### config.mk
export PLATFORM = sky130hd
export DESIGN_NAME = marker_length_frame_deframer
export DESIGN_NICKNAME = d
export VERILOG_FILES = /design/src/rtl/mlfd_pkg.sv /design/src/rtl/mlfd_core.sv /design/src/rtl/marker_length_frame_deframer.sv
export SDC_FILE = /design/constraint.sdc
export NUM_CORES = 1
export LEC_CHECK = 0
export BUFFER_PORTS_ARGS = -buffer_cell sky130_fd_sc_hd__buf_4
export CORE_MARGIN = 1
export CORE_UTILIZATION = 45
export DETAILED_ROUTE_END_ITERATION = 8
export GPL_TIMING_DRIVEN = 0
export PLACE_DENSITY = 0.65
export SLEW_MARGIN = 10
export SYNTH_ARGS = -nofsm -noshare
export SYNTH_HDL_FRONTEND = slang
export SYNTH_SLANG_ARGS = --single-unit
### constraint.sdc
create_clock -name clk -period 4.4 [get_ports clk]
set_input_delay 0.22 -clock clk [delete_from_list [all_inputs] [get_ports clk]]
set_output_delay 0.22 -clock clk [all_outputs]
set_load 0.03 [all_outputs]
### src/rtl/mlfd_pkg.sv
`timescale 1ns / 1ps
package mlfd_pkg;

	localparam int MARKER_RUN_DEF   = 5;
	localparam int LENGTH_BYTES_DEF = 8;
	localparam int COUNT_BITS_DEF   = 24;

	localparam int BYTE_W  = 8;
	localparam int EVENT_W = 3;
	localparam int FLEN_W  = 24;
	localparam int LIMIT_W = 24;

	localparam logic [LIMIT_W-1:0] LIMIT_RESET = 24'hFF_FFFF;

	localparam logic [BYTE_W-1:0] BYTE_START = 8'h20;
	localparam logic [BYTE_W-1:0] BYTE_MID   = 8'h21;
	localparam logic [BYTE_W-1:0] BYTE_END_A = 8'h22;
	localparam logic [BYTE_W-1:0] BYTE_END_B = 8'h23;

	localparam logic [EVENT_W-1:0] EV_DATA      = 3'd0;
	localparam logic [EVENT_W-1:0] EV_DONE      = 3'd1;
	localparam logic [EVENT_W-1:0] EV_PING      = 3'd2;
	localparam logic [EVENT_W-1:0] EV_BAD_START = 3'd3;
	localparam logic [EVENT_W-1:0] EV_BAD_END   = 3'd4;

	localparam int PH_W = 3;
	localparam logic [PH_W-1:0] PH_HUNT  = 3'd0;
	localparam logic [PH_W-1:0] PH_LEN   = 3'd1;
	localparam logic [PH_W-1:0] PH_MID   = 3'd2;
	localparam logic [PH_W-1:0] PH_DATA  = 3'd3;
	localparam logic [PH_W-1:0] PH_END_A = 3'd4;
	localparam logic [PH_W-1:0] PH_END_B = 3'd5;

	localparam int APB_ADDR_W = 3;
	localparam int APB_DATA_W = 32;
	localparam logic REG_MAX_LEN = 1'b0;

	typedef struct packed {
		logic [BYTE_W-1:0]  payload_byte;
		logic [EVENT_W-1:0] event_code;
		logic [FLEN_W-1:0]  frame_length;
	} mlfd_res_t;

endpackage

### src/rtl/mlfd_core.sv
`timescale 1ns / 1ps
module mlfd_core #(
	parameter int MARKER_RUN   = mlfd_pkg::MARKER_RUN_DEF,
	parameter int LENGTH_BYTES = mlfd_pkg::LENGTH_BYTES_DEF,
	parameter int COUNT_BITS   = mlfd_pkg::COUNT_BITS_DEF
) (
	input  logic                          clk,
	input  logic                          arst_n,
	input  logic                          fire,
	input  logic [7:0]                    rx_byte,
	input  logic [mlfd_pkg::LIMIT_W-1:0]  max_len,
	output logic                          res_valid,
	output mlfd_pkg::mlfd_res_t           res
);
	import mlfd_pkg::*;

	localparam int LEN_W   = 8 * LENGTH_BYTES;
	localparam int RUN_MAX = (MARKER_RUN > LENGTH_BYTES) ? MARKER_RUN : LENGTH_BYTES;
	localparam int RUN_W   = $clog2(RUN_MAX + 1);
	localparam int CMP_A   = (LEN_W > LIMIT_W) ? LEN_W : LIMIT_W;
	localparam int CMP_W   = (CMP_A > COUNT_BITS) ? CMP_A : COUNT_BITS;
	localparam logic [CMP_W-1:0] CMASK = (CMP_W'(1) << COUNT_BITS) - CMP_W'(1);
	localparam logic [RUN_W-1:0] MARK_LAST = RUN_W'(MARKER_RUN - 1);
	localparam logic [RUN_W-1:0] LEN_LAST  = RUN_W'(LENGTH_BYTES - 1);

	logic [PH_W-1:0]       phase_q, phase_d;
	logic [RUN_W-1:0]      run_q, run_d;
	logic [LEN_W-1:0]      len_q, len_d;
	logic [COUNT_BITS-1:0] left_q, left_d;
	logic [CMP_W-1:0]      len_ext, max_ext, limit;
	logic                  len_bad;

	assign len_ext = CMP_W'(len_q);
	assign max_ext = CMP_W'(max_len);
	assign limit   = (max_ext > CMASK) ? CMASK : max_ext;
	assign len_bad = len_q[LEN_W-1] | (len_ext > limit);

	always_comb begin
		phase_d   = phase_q;
		run_d     = run_q;
		len_d     = len_q;
		left_d    = left_q;
		res_valid = 1'b0;
		res       = '0;
		case (phase_q)
			PH_LEN: begin
				for (int i = 0; i < LENGTH_BYTES; i++) begin
					if (run_q == RUN_W'(i)) begin
						len_d[8*i +: 8] = rx_byte;
					end
				end
				if (run_q == LEN_LAST) begin
					phase_d = PH_MID;
					run_d   = '0;
				end else begin
					run_d = run_q + RUN_W'(1);
				end
			end
			PH_MID: begin
				if (rx_byte != BYTE_MID) begin
					res_valid = 1'b1;
					res.event_code = EV_BAD_START;
					phase_d = PH_HUNT;
					run_d   = '0;
					len_d   = '0;
					left_d  = '0;
				end else if (run_q == MARK_LAST) begin
					run_d = '0;
					if (len_bad) begin
						res_valid = 1'b1;
						res.event_code = EV_BAD_START;
						phase_d = PH_HUNT;
						len_d   = '0;
						left_d  = '0;
					end else begin
						left_d  = len_ext[COUNT_BITS-1:0];
						phase_d = (len_q == '0) ? PH_END_A : PH_DATA;
					end
				end else begin
					run_d = run_q + RUN_W'(1);
				end
			end
			PH_DATA: begin
				left_d = left_q - COUNT_BITS'(1);
				if (left_d == '0) begin
					phase_d = PH_END_A;
					run_d   = '0;
				end
				res_valid = 1'b1;
				res.payload_byte = rx_byte;
				res.event_code   = EV_DATA;
			end
			PH_END_A, PH_END_B: begin
				if (rx_byte != ((phase_q == PH_END_A) ? BYTE_END_A : BYTE_END_B)) begin
					res_valid = 1'b1;
					res.event_code = EV_BAD_END;
					phase_d = PH_HUNT;
					run_d   = '0;
					len_d   = '0;
					left_d  = '0;
				end else if (run_q == MARK_LAST) begin
					run_d = '0;
					if (phase_q == PH_END_A) begin
						phase_d = PH_END_B;
					end else begin
						phase_d   = PH_HUNT;
						len_d     = '0;
						left_d    = '0;
						res_valid = 1'b1;
						if (len_q == '0) begin
							res.event_code = EV_PING;
						end else begin
							res.event_code   = EV_DONE;
							res.frame_length = len_ext[FLEN_W-1:0];
						end
					end
				end else begin
					run_d = run_q + RUN_W'(1);
				end
			end
			default: begin
				phase_d = PH_HUNT;
				if (rx_byte != BYTE_START) begin
					if (run_q != '0) begin
						res_valid = 1'b1;
						res.event_code = EV_BAD_START;
						run_d  = '0;
						len_d  = '0;
						left_d = '0;
					end
				end else if (run_q == MARK_LAST) begin
					phase_d = PH_LEN;
					run_d   = '0;
					len_d   = '0;
				end else begin
					run_d = run_q + RUN_W'(1);
				end
			end
		endcase
	end

	always_ff @(posedge clk or negedge arst_n) begin
		if (!arst_n) begin
			phase_q <= PH_HUNT;
			run_q   <= '0;
			len_q   <= '0;
			left_q  <= '0;
		end else if (fire) begin
			phase_q <= phase_d;
			run_q   <= run_d;
			len_q   <= len_d;
			left_q  <= left_d;
		end
	end

endmodule

### src/rtl/marker_length_frame_deframer.sv
`timescale 1ns / 1ps
// Deframer for length-prefixed link frames. Received bytes enter on the input
// channel (in_valid, in_stall, rx_byte), one request per byte. Each byte gives
// zero or one result on the output channel (out_valid, out_stall, payload_byte,
// event_code, frame_length): a passed payload byte, a frame complete or ping
// event, or a framing error event after which the block hunts for a new start.
// The largest accepted payload length is written through the APB port at
// address 0 and may only be changed while no frame is in progress.
// A byte accepted at one clock edge is held in an input register, decoded by
// the frame state machine once the output register is free or draining, and
// its result is loaded into the output register. One byte is accepted every
// cycle unless the receiver stalls; the frame state registers update per byte.
// When the receiver stalls, the result holds in the output register and the
// input stalls as soon as the input register is also full, so nothing is lost.
// Reset clears the channel valid flags, puts the block into start hunting and
// sets the length limit to its maximum.
module marker_length_frame_deframer #(
	parameter int MARKER_RUN   = mlfd_pkg::MARKER_RUN_DEF,
	parameter int LENGTH_BYTES = mlfd_pkg::LENGTH_BYTES_DEF,
	parameter int COUNT_BITS   = mlfd_pkg::COUNT_BITS_DEF
) (
	input  logic                            clk,
	input  logic                            arst_n,
	input  logic                            psel,
	input  logic                            penable,
	input  logic                            pwrite,
	input  logic [mlfd_pkg::APB_ADDR_W-1:0] paddr,
	input  logic [mlfd_pkg::APB_DATA_W-1:0] pwdata,
	output logic [mlfd_pkg::APB_DATA_W-1:0] prdata,
	output logic                            pready,
	input  logic                            in_valid,
	output logic                            in_stall,
	input  logic [7:0]                      rx_byte,
	output logic                            out_valid,
	input  logic                            out_stall,
	output logic [7:0]                      payload_byte,
	output logic [2:0]                      event_code,
	output logic [23:0]                     frame_length
);
	import mlfd_pkg::*;

	logic [LIMIT_W-1:0] max_len_q;
	logic               s1_valid_q;
	logic [BYTE_W-1:0]  rx_s1;
	logic               out_valid_q;
	mlfd_res_t          out_q;
	logic               advance, fire, res_valid;
	mlfd_res_t          res;

	assign pready = 1'b1;
	assign prdata = (paddr[2] == REG_MAX_LEN) ? APB_DATA_W'(max_len_q) : '0;

	always_ff @(posedge clk or negedge arst_n) begin
		if (!arst_n) begin
			max_len_q <= LIMIT_RESET;
		end else if (psel && penable && pwrite && pready && paddr[2] == REG_MAX_LEN) begin
			max_len_q <= pwdata[LIMIT_W-1:0];
		end
	end

	assign advance  = !out_valid_q || !out_stall;
	assign fire     = s1_valid_q && advance;
	assign in_stall = s1_valid_q && !advance;

	always_ff @(posedge clk or negedge arst_n) begin
		if (!arst_n) begin
			s1_valid_q <= 1'b0;
		end else if (in_valid && !in_stall) begin
			s1_valid_q <= 1'b1;
		end else if (fire) begin
			s1_valid_q <= 1'b0;
		end
	end

	always_ff @(posedge clk) begin
		if (in_valid && !in_stall) begin
			rx_s1 <= rx_byte;
		end
	end

	mlfd_core #(
		.MARKER_RUN   (MARKER_RUN),
		.LENGTH_BYTES (LENGTH_BYTES),
		.COUNT_BITS   (COUNT_BITS)
	) u_core (
		.clk       (clk),
		.arst_n    (arst_n),
		.fire      (fire),
		.rx_byte   (rx_s1),
		.max_len   (max_len_q),
		.res_valid (res_valid),
		.res       (res)
	);

	always_ff @(posedge clk or negedge arst_n) begin
		if (!arst_n) begin
			out_valid_q <= 1'b0;
		end else if (fire && res_valid) begin
			out_valid_q <= 1'b1;
		end else if (!out_stall) begin
			out_valid_q <= 1'b0;
		end
	end

	always_ff @(posedge clk) begin
		if (fire && res_valid) begin
			out_q <= res;
		end
	end

	assign out_valid    = out_valid_q;
	assign payload_byte = out_q.payload_byte;
	assign event_code   = out_q.event_code;
	assign frame_length = out_q.frame_length;

	a_stall_needs_item: assert property (@(posedge clk) disable iff (!arst_n)
		in_stall |-> s1_valid_q && out_valid_q && out_stall)
		else $error("input stalled without a pending request");

	a_length_only_done: assert property (@(posedge clk) disable iff (!arst_n)
		out_valid && event_code != EV_DONE |-> frame_length == '0)
		else $error("frame length reported outside a frame complete event");

	a_byte_only_data: assert property (@(posedge clk) disable iff (!arst_n)
		out_valid && event_code != EV_DATA |-> payload_byte == '0)
		else $error("payload byte reported with a non-data event");

	a_event_range: assert property (@(posedge clk) disable iff (!arst_n)
		out_valid |-> event_code <= EV_BAD_END)
		else $error("undefined event code");

	a_fire_no_stall: assert property (@(posedge clk) disable iff (!arst_n)
		fire |=> !(out_valid_q && $past(res_valid) == 1'b0 && $past(out_valid_q) == 1'b0))
		else $error("output valid without a result");

endmodule
==> results of run 1 <==
## layout make-up
| class | count | area (um2) | share of cell area (%) |
|---|---|---|---|
| inverters | 36 | 135 | 1.31 |
| multi-input cells | 572 | 3860 | 37.4 |
| plain buffers | 44 | 205 | 1.99 |
| repair buffers | 111 | 902 | 8.73 |
| well taps | 229 | 287 | 2.77 |
| clock buffers | 20 | 447 | 4.32 |
| clock inverters | 12 | 146 | 1.42 |
| flip-flops and latches | 164 | 4350 | 42.1 |
## sequential cells by signal, summed over array words and instances, names as in the netlist, 3 cells and up
name,cells
payload_byte,8
rx_s1,8
max_len_q,24
frame_length,24
event_code,3
u_core.len_ext,64
u_core.run_q,4
u_core.phase_q,3
u_core.left_q,24
## routing by layer
layer | GRT usage, % | up-vias | routed length [um]
met5 | 0 | - | 13
met4 | 7.60 | 2 | 339
met3 | 4.78 | 28 | 986
met2 | 36.0 | 167 | 9990
met1 | 32.2 | 3232 | 10100
li1 | - | 3144 | -
## logic make-up (layout without fill, tap and decap cells)
kind of cell | Yosys count | in the layout | synth area share, %
flops | 164 | 164 | 51.1
mux | 90 | 90 | 11.9
xor+xnor | 4 | 4 | 0.412
fa+ha+maj | 30 | 30 | 4.41
compound gates | 137 | 137 | 10.2
buf+inv | 80 | 223 | 4.00
simple gates | 302 | 302 | 17.9
other cells | 2 | 9 | 0.0882
## power by group through the flow
| stage | clock [uW] | sequential (uW) | combinational [uW] |
|---|---|---|---|
| 4_1_cts | 1530 | 2610 | 3280 |
| 3_5_place_dp | 0 | 2640 | 3250 |
| 6_report | 1510 | 2620 | 3280 |
| 2_1_floorplan | 0 | 2690 | 2150 |
| 3_3_place_gp | 0 | 2640 | 3160 |
| 5_1_grt | 1590 | 2680 | 3630 |
## synthesized netlist by cell type, types with 3 or more instances
master | n | area share (%)
nand2_2 | 7 | 0.51
nor3b_1 | 3 | 0.26
or4_1 | 3 | 0.26
nand4_1 | 9 | 0.66
o211ai_1 | 6 | 0.53
inv_1 | 36 | 1.6
a31oi_1 | 6 | 0.44
nand2_1 | 75 | 3.3
or2_2 | 3 | 0.22
clkbuf_1 | 30 | 1.3
nor2_1 | 75 | 3.3
dfrtp_1 | 97 | 29
and3_1 | 13 | 0.96
buf_2 | 4 | 0.24
buf_4 | 9 | 0.79
a21oi_1 | 44 | 2.6
and2_1 | 40 | 2.9
dfstp_2 | 24 | 7.4
nor4b_1 | 3 | 0.31
o21ai_0 | 36 | 2.1
or3_1 | 3 | 0.22
mux2_2 | 87 | 12
o221ai_1 | 3 | 0.31
a21o_1 | 17 | 1.5
ha_1 | 30 | 4.4
nor2b_1 | 6 | 0.44
edfxtp_1 | 43 | 15
and4_1 | 4 | 0.41
nand3_1 | 14 | 0.82
nor3_1 | 15 | 0.88
nor4_1 | 23 | 1.7
## worst reg2reg max path, cell delays in order, from the launching register on
cell,delay [ps]
dfrtp_1,370
nor4_1,360
nand4_1,170
nor3_1,670
nand2_1,160
o31ai_2,750
o21ai_0,350
nor3_1,440
nor2_4,180
buf_16,210
## what timing repair did
| action | in CTS | in global routing |
|---|---|---|
| hold buffers | 10 | 0 |
| setup buffers | 0 | 0 |
| hold endpoints to repair | 57 | 0 |
## per-stage QoR
stage	instances	setup TNS (ps)	power, uW	utilization [%]
after floorplan	816	0	4840	-
after global placement	1144	-23930	5810	52.4
after detailed placement	1146	0	5880	52.7
after CTS	1188	0	7420	56.5
after global routing	1188	0	7900	56.5
final	1188	0	7400	56.5
## how the worst max path moves through the flow
stage | startpoint | to | slack, ps
2_1_floorplan | max_len_q[15]$_DFFE_PN1P_ | event_code[0]$_DFFE_PP_ | 530
3_3_place_gp | u_core.len_ext[23]$_DFFE_PN0P_ | frame_length[15]$_SDFFCE_PP0P_ | -690
3_5_place_dp | u_core.len_ext[30]$_DFFE_PN0P_ | frame_length[14]$_SDFFCE_PP0P_ | 170
4_1_cts | u_core.len_ext[30]$_DFFE_PN0P_ | frame_length[14]$_SDFFCE_PP0P_ | 100
5_1_grt | u_core.len_ext[30]$_DFFE_PN0P_ | frame_length[17]$_SDFFCE_PP0P_ | 160
6_report | u_core.len_ext[30]$_DFFE_PN0P_ | frame_length[10]$_SDFFCE_PP0P_ | 470
==> impl_metrics.csv, run 1 <==
group,metric,value,unit
hold_path,min_path_type,"in2reg",
clock_tree,cts.repair.resized,0,
cells_and_area,area_growth,21.4,%
die,rows,49,
routing,via_per_inst,5.53,
global_route,antenna_found_initial,1,
synth,synth_ff_type,"dfrtp_1",
timing,worst_slack,468,ps
critical_path,crit_family,"simple AND/OR/NAND/NOR gates",
outcome,status,"completed",
routing,drt_pass1_iterations,5,
global_route,grt_pass1_vias,6375,
cells_and_area,final_common_cell,"buf_4",
clock_tree,cts_buffer_depth,2,
timing,finClkSkew,13.9,ps
global_route,grt_remaining_overflow,0,
critical_path,crit_path_frequent_cell,"nor3_1",
clock_tree,cts.clk_slew.worst_paths,70,ps
clock_tree,cts_made_buffers,17,
synth,async_flop_share,73.8,%
timing,max_freq,0.254,GHz
die,die_y,140,um
timing,grt_setup_unrepaired,"false",
timing,setup_viol,0,
die,core-area,0.0183,mm2
placement,io_buffer_count,99,
clock_tree,cts_root_buf,"clkbuf_16",
timing,fin_crit_sh,89.4,%
synth,syn_avg_cell_area,10.5,um2
routing,finalWirelength,21400,um
synth,synth_area,0.00851,mm2
critical_path,path_depth,9,
global_route,grt_usage,23.1,%
synth,seq_area_frac_synth,51.1,%
power_and_ir_drop,clkPwrFrac,20.4,%
cells_and_area,antenna_cells,0,
critical_path,crit-reg2reg-launch,"u_core.len_ext[30]$_DFFE_PN0P_",
critical_path,cp.arrival,4100,ps
cells_and_area,fin_area,0.0103,mm2
cells_and_area,fillers,1647,
power_and_ir_drop,seqPwrFrac,35.4,%
hold_path,holdPathStages,2,
power_and_ir_drop,p_leak,0.00482,uW
critical_path,max_stage_delay,750,ps
synth,ys_warn_count,0,
critical_path,critPathMaxFanout,22,
cells_and_area,layout-drive-gt1-share,28.6,%
routing,drt_iter0_drc,499,
critical_path,worstSetupPathType,"reg2reg",
power_and_ir_drop,powerDensity,717,mW/mm2
critical_path,reg2reg_slack,470,ps
power_and_ir_drop,comb_power_share,44.3,%
timing,slew_headroom,39.5,%
critical_path,cp-end-kind,"register",
clock_tree,insertion_delay,430,ps
routing,drt_drc_violations_left,0,
critical_path,path_cells,"nor4_1 > nand4_1 > nor3_1 > nand2_1 > o31ai_2 > o21ai_0 > nor3_1 > nor2_4 > buf_16",
routing,ant_nets,0,
die,initial_core_util,46.6,%
timing,finalMaxSlewViolations,0,
placement,dpl.hpwl,15200,um
timing,layout_min_cycle_time,3930,ps
routing,wl_per_cell,18.0,um
timing,fin_hold_ws,22.0,ps
synth,synth_edf_count,43,
critical_path,slowest_stage,"o31ai_2",
timing,worst_pin_slew,906,ps
cells_and_area,nets,1026,
placement,dp_slack,174,ps
critical_path,ff2ff_path_depth,9,
run,maxCapViolations,0,
power_and_ir_drop,p_int,4330,uW
critical_path,cp_num_buf_inv,1,
placement,place.gp.congestion,0.917,
clock_tree,clock-sinks,164,
critical_path,crit_required,4570,ps
global_route,grt_pass1_wl,34500,um
power_and_ir_drop,switching_share,41.5,%
critical_path,r2r-end,"frame_length[10]$_SDFFCE_PP0P_",
critical_path,startpoint_type,"register",
placement,place_area,0.00963,mm2
cells_and_area,layout_common_cells,"buf_4, dfrtp_1, mux2_2, nand2_1, nor2_1",
hold_path,min-delay-start,"pwdata[17]",
die,ioPinCount,120,
timing,hold_viol,0,
clock_tree,cts_tree,"done",
die,fp.dieArea,0.0195,mm2
hold_path,holdPathEnd,"max_len_q[17]$_DFFE_PN1P_",
global_route,grt_max_degree,74,
die,chipWidth,140,um
power_and_ir_drop,peakVddDrop,0.000291,V
synth,synth.distinct_cells,60,
routing,vias,6573,
synth,synth-seq-cells,164,
synth,synth_cells,809,
power_and_ir_drop,p_switching,3070,uW
clock_tree,cts-htree-levels,4,
No activity file was read; power rests on OpenSTA's default activity.
==> run 2: changes to the inputs <==
--- a/config.mk
+++ b/config.mk
@@ -13,2 +13,3 @@
 export PLACE_DENSITY = 0.65
+export REMOVE_ABC_BUFFERS = 1
 export SLEW_MARGIN = 10
--- a/constraint.sdc
+++ b/constraint.sdc
@@ -3,2 +3,2 @@
 set_output_delay 0.22 -clock clk [all_outputs]
-set_load 0.03 [all_outputs]
+set_load 0.01 [all_outputs]
==> impl_metrics.csv, run 2 (synthesis gave the netlist of run 1 again) <==
group,metric,value,unit
outcome,status,"completed",
placement,dp_slack,187,ps
cells_and_area,layout_common_cells,"buf_4, dfrtp_1, mux2_2, nand2_1, nor2_1",
clock_tree,insertion_delay,430,ps
hold_path,holdPathStages,2,
routing,drt_iter0_drc,535,
critical_path,slowest_stage,"nor3_1",
cells_and_area,fillers,1640,
critical_path,cp-end-kind,"register",
timing,setup_viol,0,
hold_path,min-delay-start,"pwdata[0]",
power_and_ir_drop,peakVddDrop,0.000319,V
die,chipWidth,140,um
power_and_ir_drop,powerDensity,698,mW/mm2
global_route,grt_usage,22.6,%
clock_tree,cts_tree,"done",
timing,finalMaxSlewViolations,0,
critical_path,crit_path_start,"u_core.len_ext[30]$_DFFE_PN0P_",
timing,finClkSkew,12.1,ps
die,rows,49,
critical_path,critPathMaxFanout,23,
critical_path,ff2ff_path_depth,9,
timing,fin_crit_sh,86.4,%
timing,worst_pin_slew,931,ps
timing,fin_tns_setup,0,ps
clock_tree,clock-sinks,164,
clock_tree,cts_made_buffers,17,
timing,worst_slack,599,ps
routing,wl_per_cell,18.3,um
critical_path,crit_path_frequent_cell,"nor3_1",
critical_path,crit-reg2reg-launch,"u_core.len_ext[30]$_DFFE_PN0P_",
timing,hold_viol,0,
critical_path,r2r-end,"frame_length[15]$_SDFFCE_PP0P_",
global_route,grt_remaining_overflow,0,
die,fp.dieArea,0.0195,mm2
placement,place.gp.congestion,0.891,
global_route,antenna_found_initial,0,
cells_and_area,layout-drive-gt1-share,29.1,%
cells_and_area,final_common_cell,"buf_4",
timing,grt_setup_unrepaired,"false",
run,maxCapViolations,0,
cells_and_area,largest_reg_flops,64,
critical_path,worstSetupPathType,"reg2reg",
timing,slew_headroom,37.9,%
global_route,grt_pass1_wl,33600,um
routing,drt_pass1_iterations,5,
clock_tree,post_cts_buffers,0,
die,core-area,0.0183,mm2
routing,vias,6450,
critical_path,max_stage_delay,700,ps
clock_tree,cts_root_buf,"clkbuf_16",
timing,layout_min_cycle_time,3800,ps
global_route,grt_max_degree,63,
hold_path,min_path_type,"in2reg",
routing,ant_nets,0,
die,ioPinCount,120,
routing,drt_drc_violations_left,0,
critical_path,crit_required,4580,ps
cells_and_area,multi_input_area,0.00387,mm2
critical_path,cp.arrival,3980,ps
critical_path,reg2reg_slack,600,ps
die,die_y,140,um
cells_and_area,ff_latch_area,0.00435,mm2
die,initial_core_util,46.6,%
cells_and_area,nets,986,
routing,finalWirelength,21000,um
cells_and_area,antenna_cells,0,
routing,via_per_inst,5.62,
clock_tree,cts.clk_slew.worst_paths,70,ps
power_and_ir_drop,p_leak,0.00474,uW
placement,io_buffer_count,100,
placement,dpl.hpwl,14700,um
global_route,grt_pass1_vias,6273,
critical_path,path_cells,"nor4_1 > nand4_1 > nor3_1 > nand2_1 > o31ai_2 > o21ai_0 > nor3_1 > nor2_4 > buf_16",
hold_path,holdPathEnd,"max_len_q[0]$_DFFE_PN1P_",
clock_tree,cts_buffer_depth,2,
timing,max_freq,0.263,GHz
critical_path,startpoint_type,"register",
clock_tree,cts-htree-levels,4,
cells_and_area,area_growth,19.6,%
run 2: changes by cell type in the layout (fill, tap and decap cells not counted), moves of 2 or more:
| cell | previous run | this run |
|---|---|---|
| clkbuf_1 | 32 | 1 |
| buf_4 | 107 | 99 |
| buf_2 | 4 | 0 |
| buf_6 | 1 | 3 |
| clkinv_2 | 0 | 2 |
| inv_6 | 2 | 4 |
run 2: per-stage QoR:
step / hold WS [ps] / std cells / utilization, % / area, um2 / power (uW)
after global routing: 2.89 / 1148 / 55.7 / 10200 / 7590
final: 18.2 / 1148 / 55.7 / 10200 / 7100
after CTS: 1.97 / 1148 / 55.7 / 10200 / 7130
after global placement: 399 / 1101 / 51.3 / 9370 / 5500
after floorplan: -75.6 / 772 / - / 8330 / 4550
after detailed placement: 238 / 1106 / 51.9 / 9480 / 5600
run 2: how the worst max path moves through the flow:
stage,end,slack [ps],cells after the start
after detailed placement,frame_length[15]$_SDFFCE_PP0P_,190,9
final,frame_length[15]$_SDFFCE_PP0P_,600,9
after floorplan,event_code[0]$_DFFE_PP_,530,9
after CTS,frame_length[16]$_SDFFCE_PP0P_,170,9
after global routing,u_core.left_q[10]$_DFFE_PN0P_,300,8
after global placement,frame_length[15]$_SDFFCE_PP0P_,-770,9
run 2: timing repair:
action                     in CTS  in global routing
setup endpoints to repair       0                 24
hold endpoints to repair       60                  0
hold buffers                   10                  0
gates resized for setup         0                  1
run 2: area by class of cell:
type / count / area share (%)
Sequential cell: 164 / 42.7
Clock buffer: 21 / 4.73
Inverter: 36 / 1.33
Tap cell: 229 / 2.81
Timing Repair Buffer: 115 / 9.30
Clock inverter: 11 / 1.08
Multi-Input combinational cell: 572 / 38.0
run 2: power breakdown:
| part | switching (uW) | internal (uW) |
|---|---|---|
| Sequential | 536 | 2140 |
| Combinational | 1650 | 1280 |
| Clock | 635 | 854 |
| Total | 2820 | 4280 |
run 2: metal layers:
layer  vias to the layer above  GRT usage, %  part of all wire [%]
met5                         -             0                     0
met2                       190          36.2                    48
met4                         0          6.49                   1.5
li1                       3065             -                     -
met1                      3168          30.1                    45
met3                        27          5.88                   5.7
run 2: worst max-delay path: cells and delay by family (launching register included):
family          cells  cell delay, ps
simple gates        6            1990
compound gates      2             950
flops               1             370
buf+inv             1             210
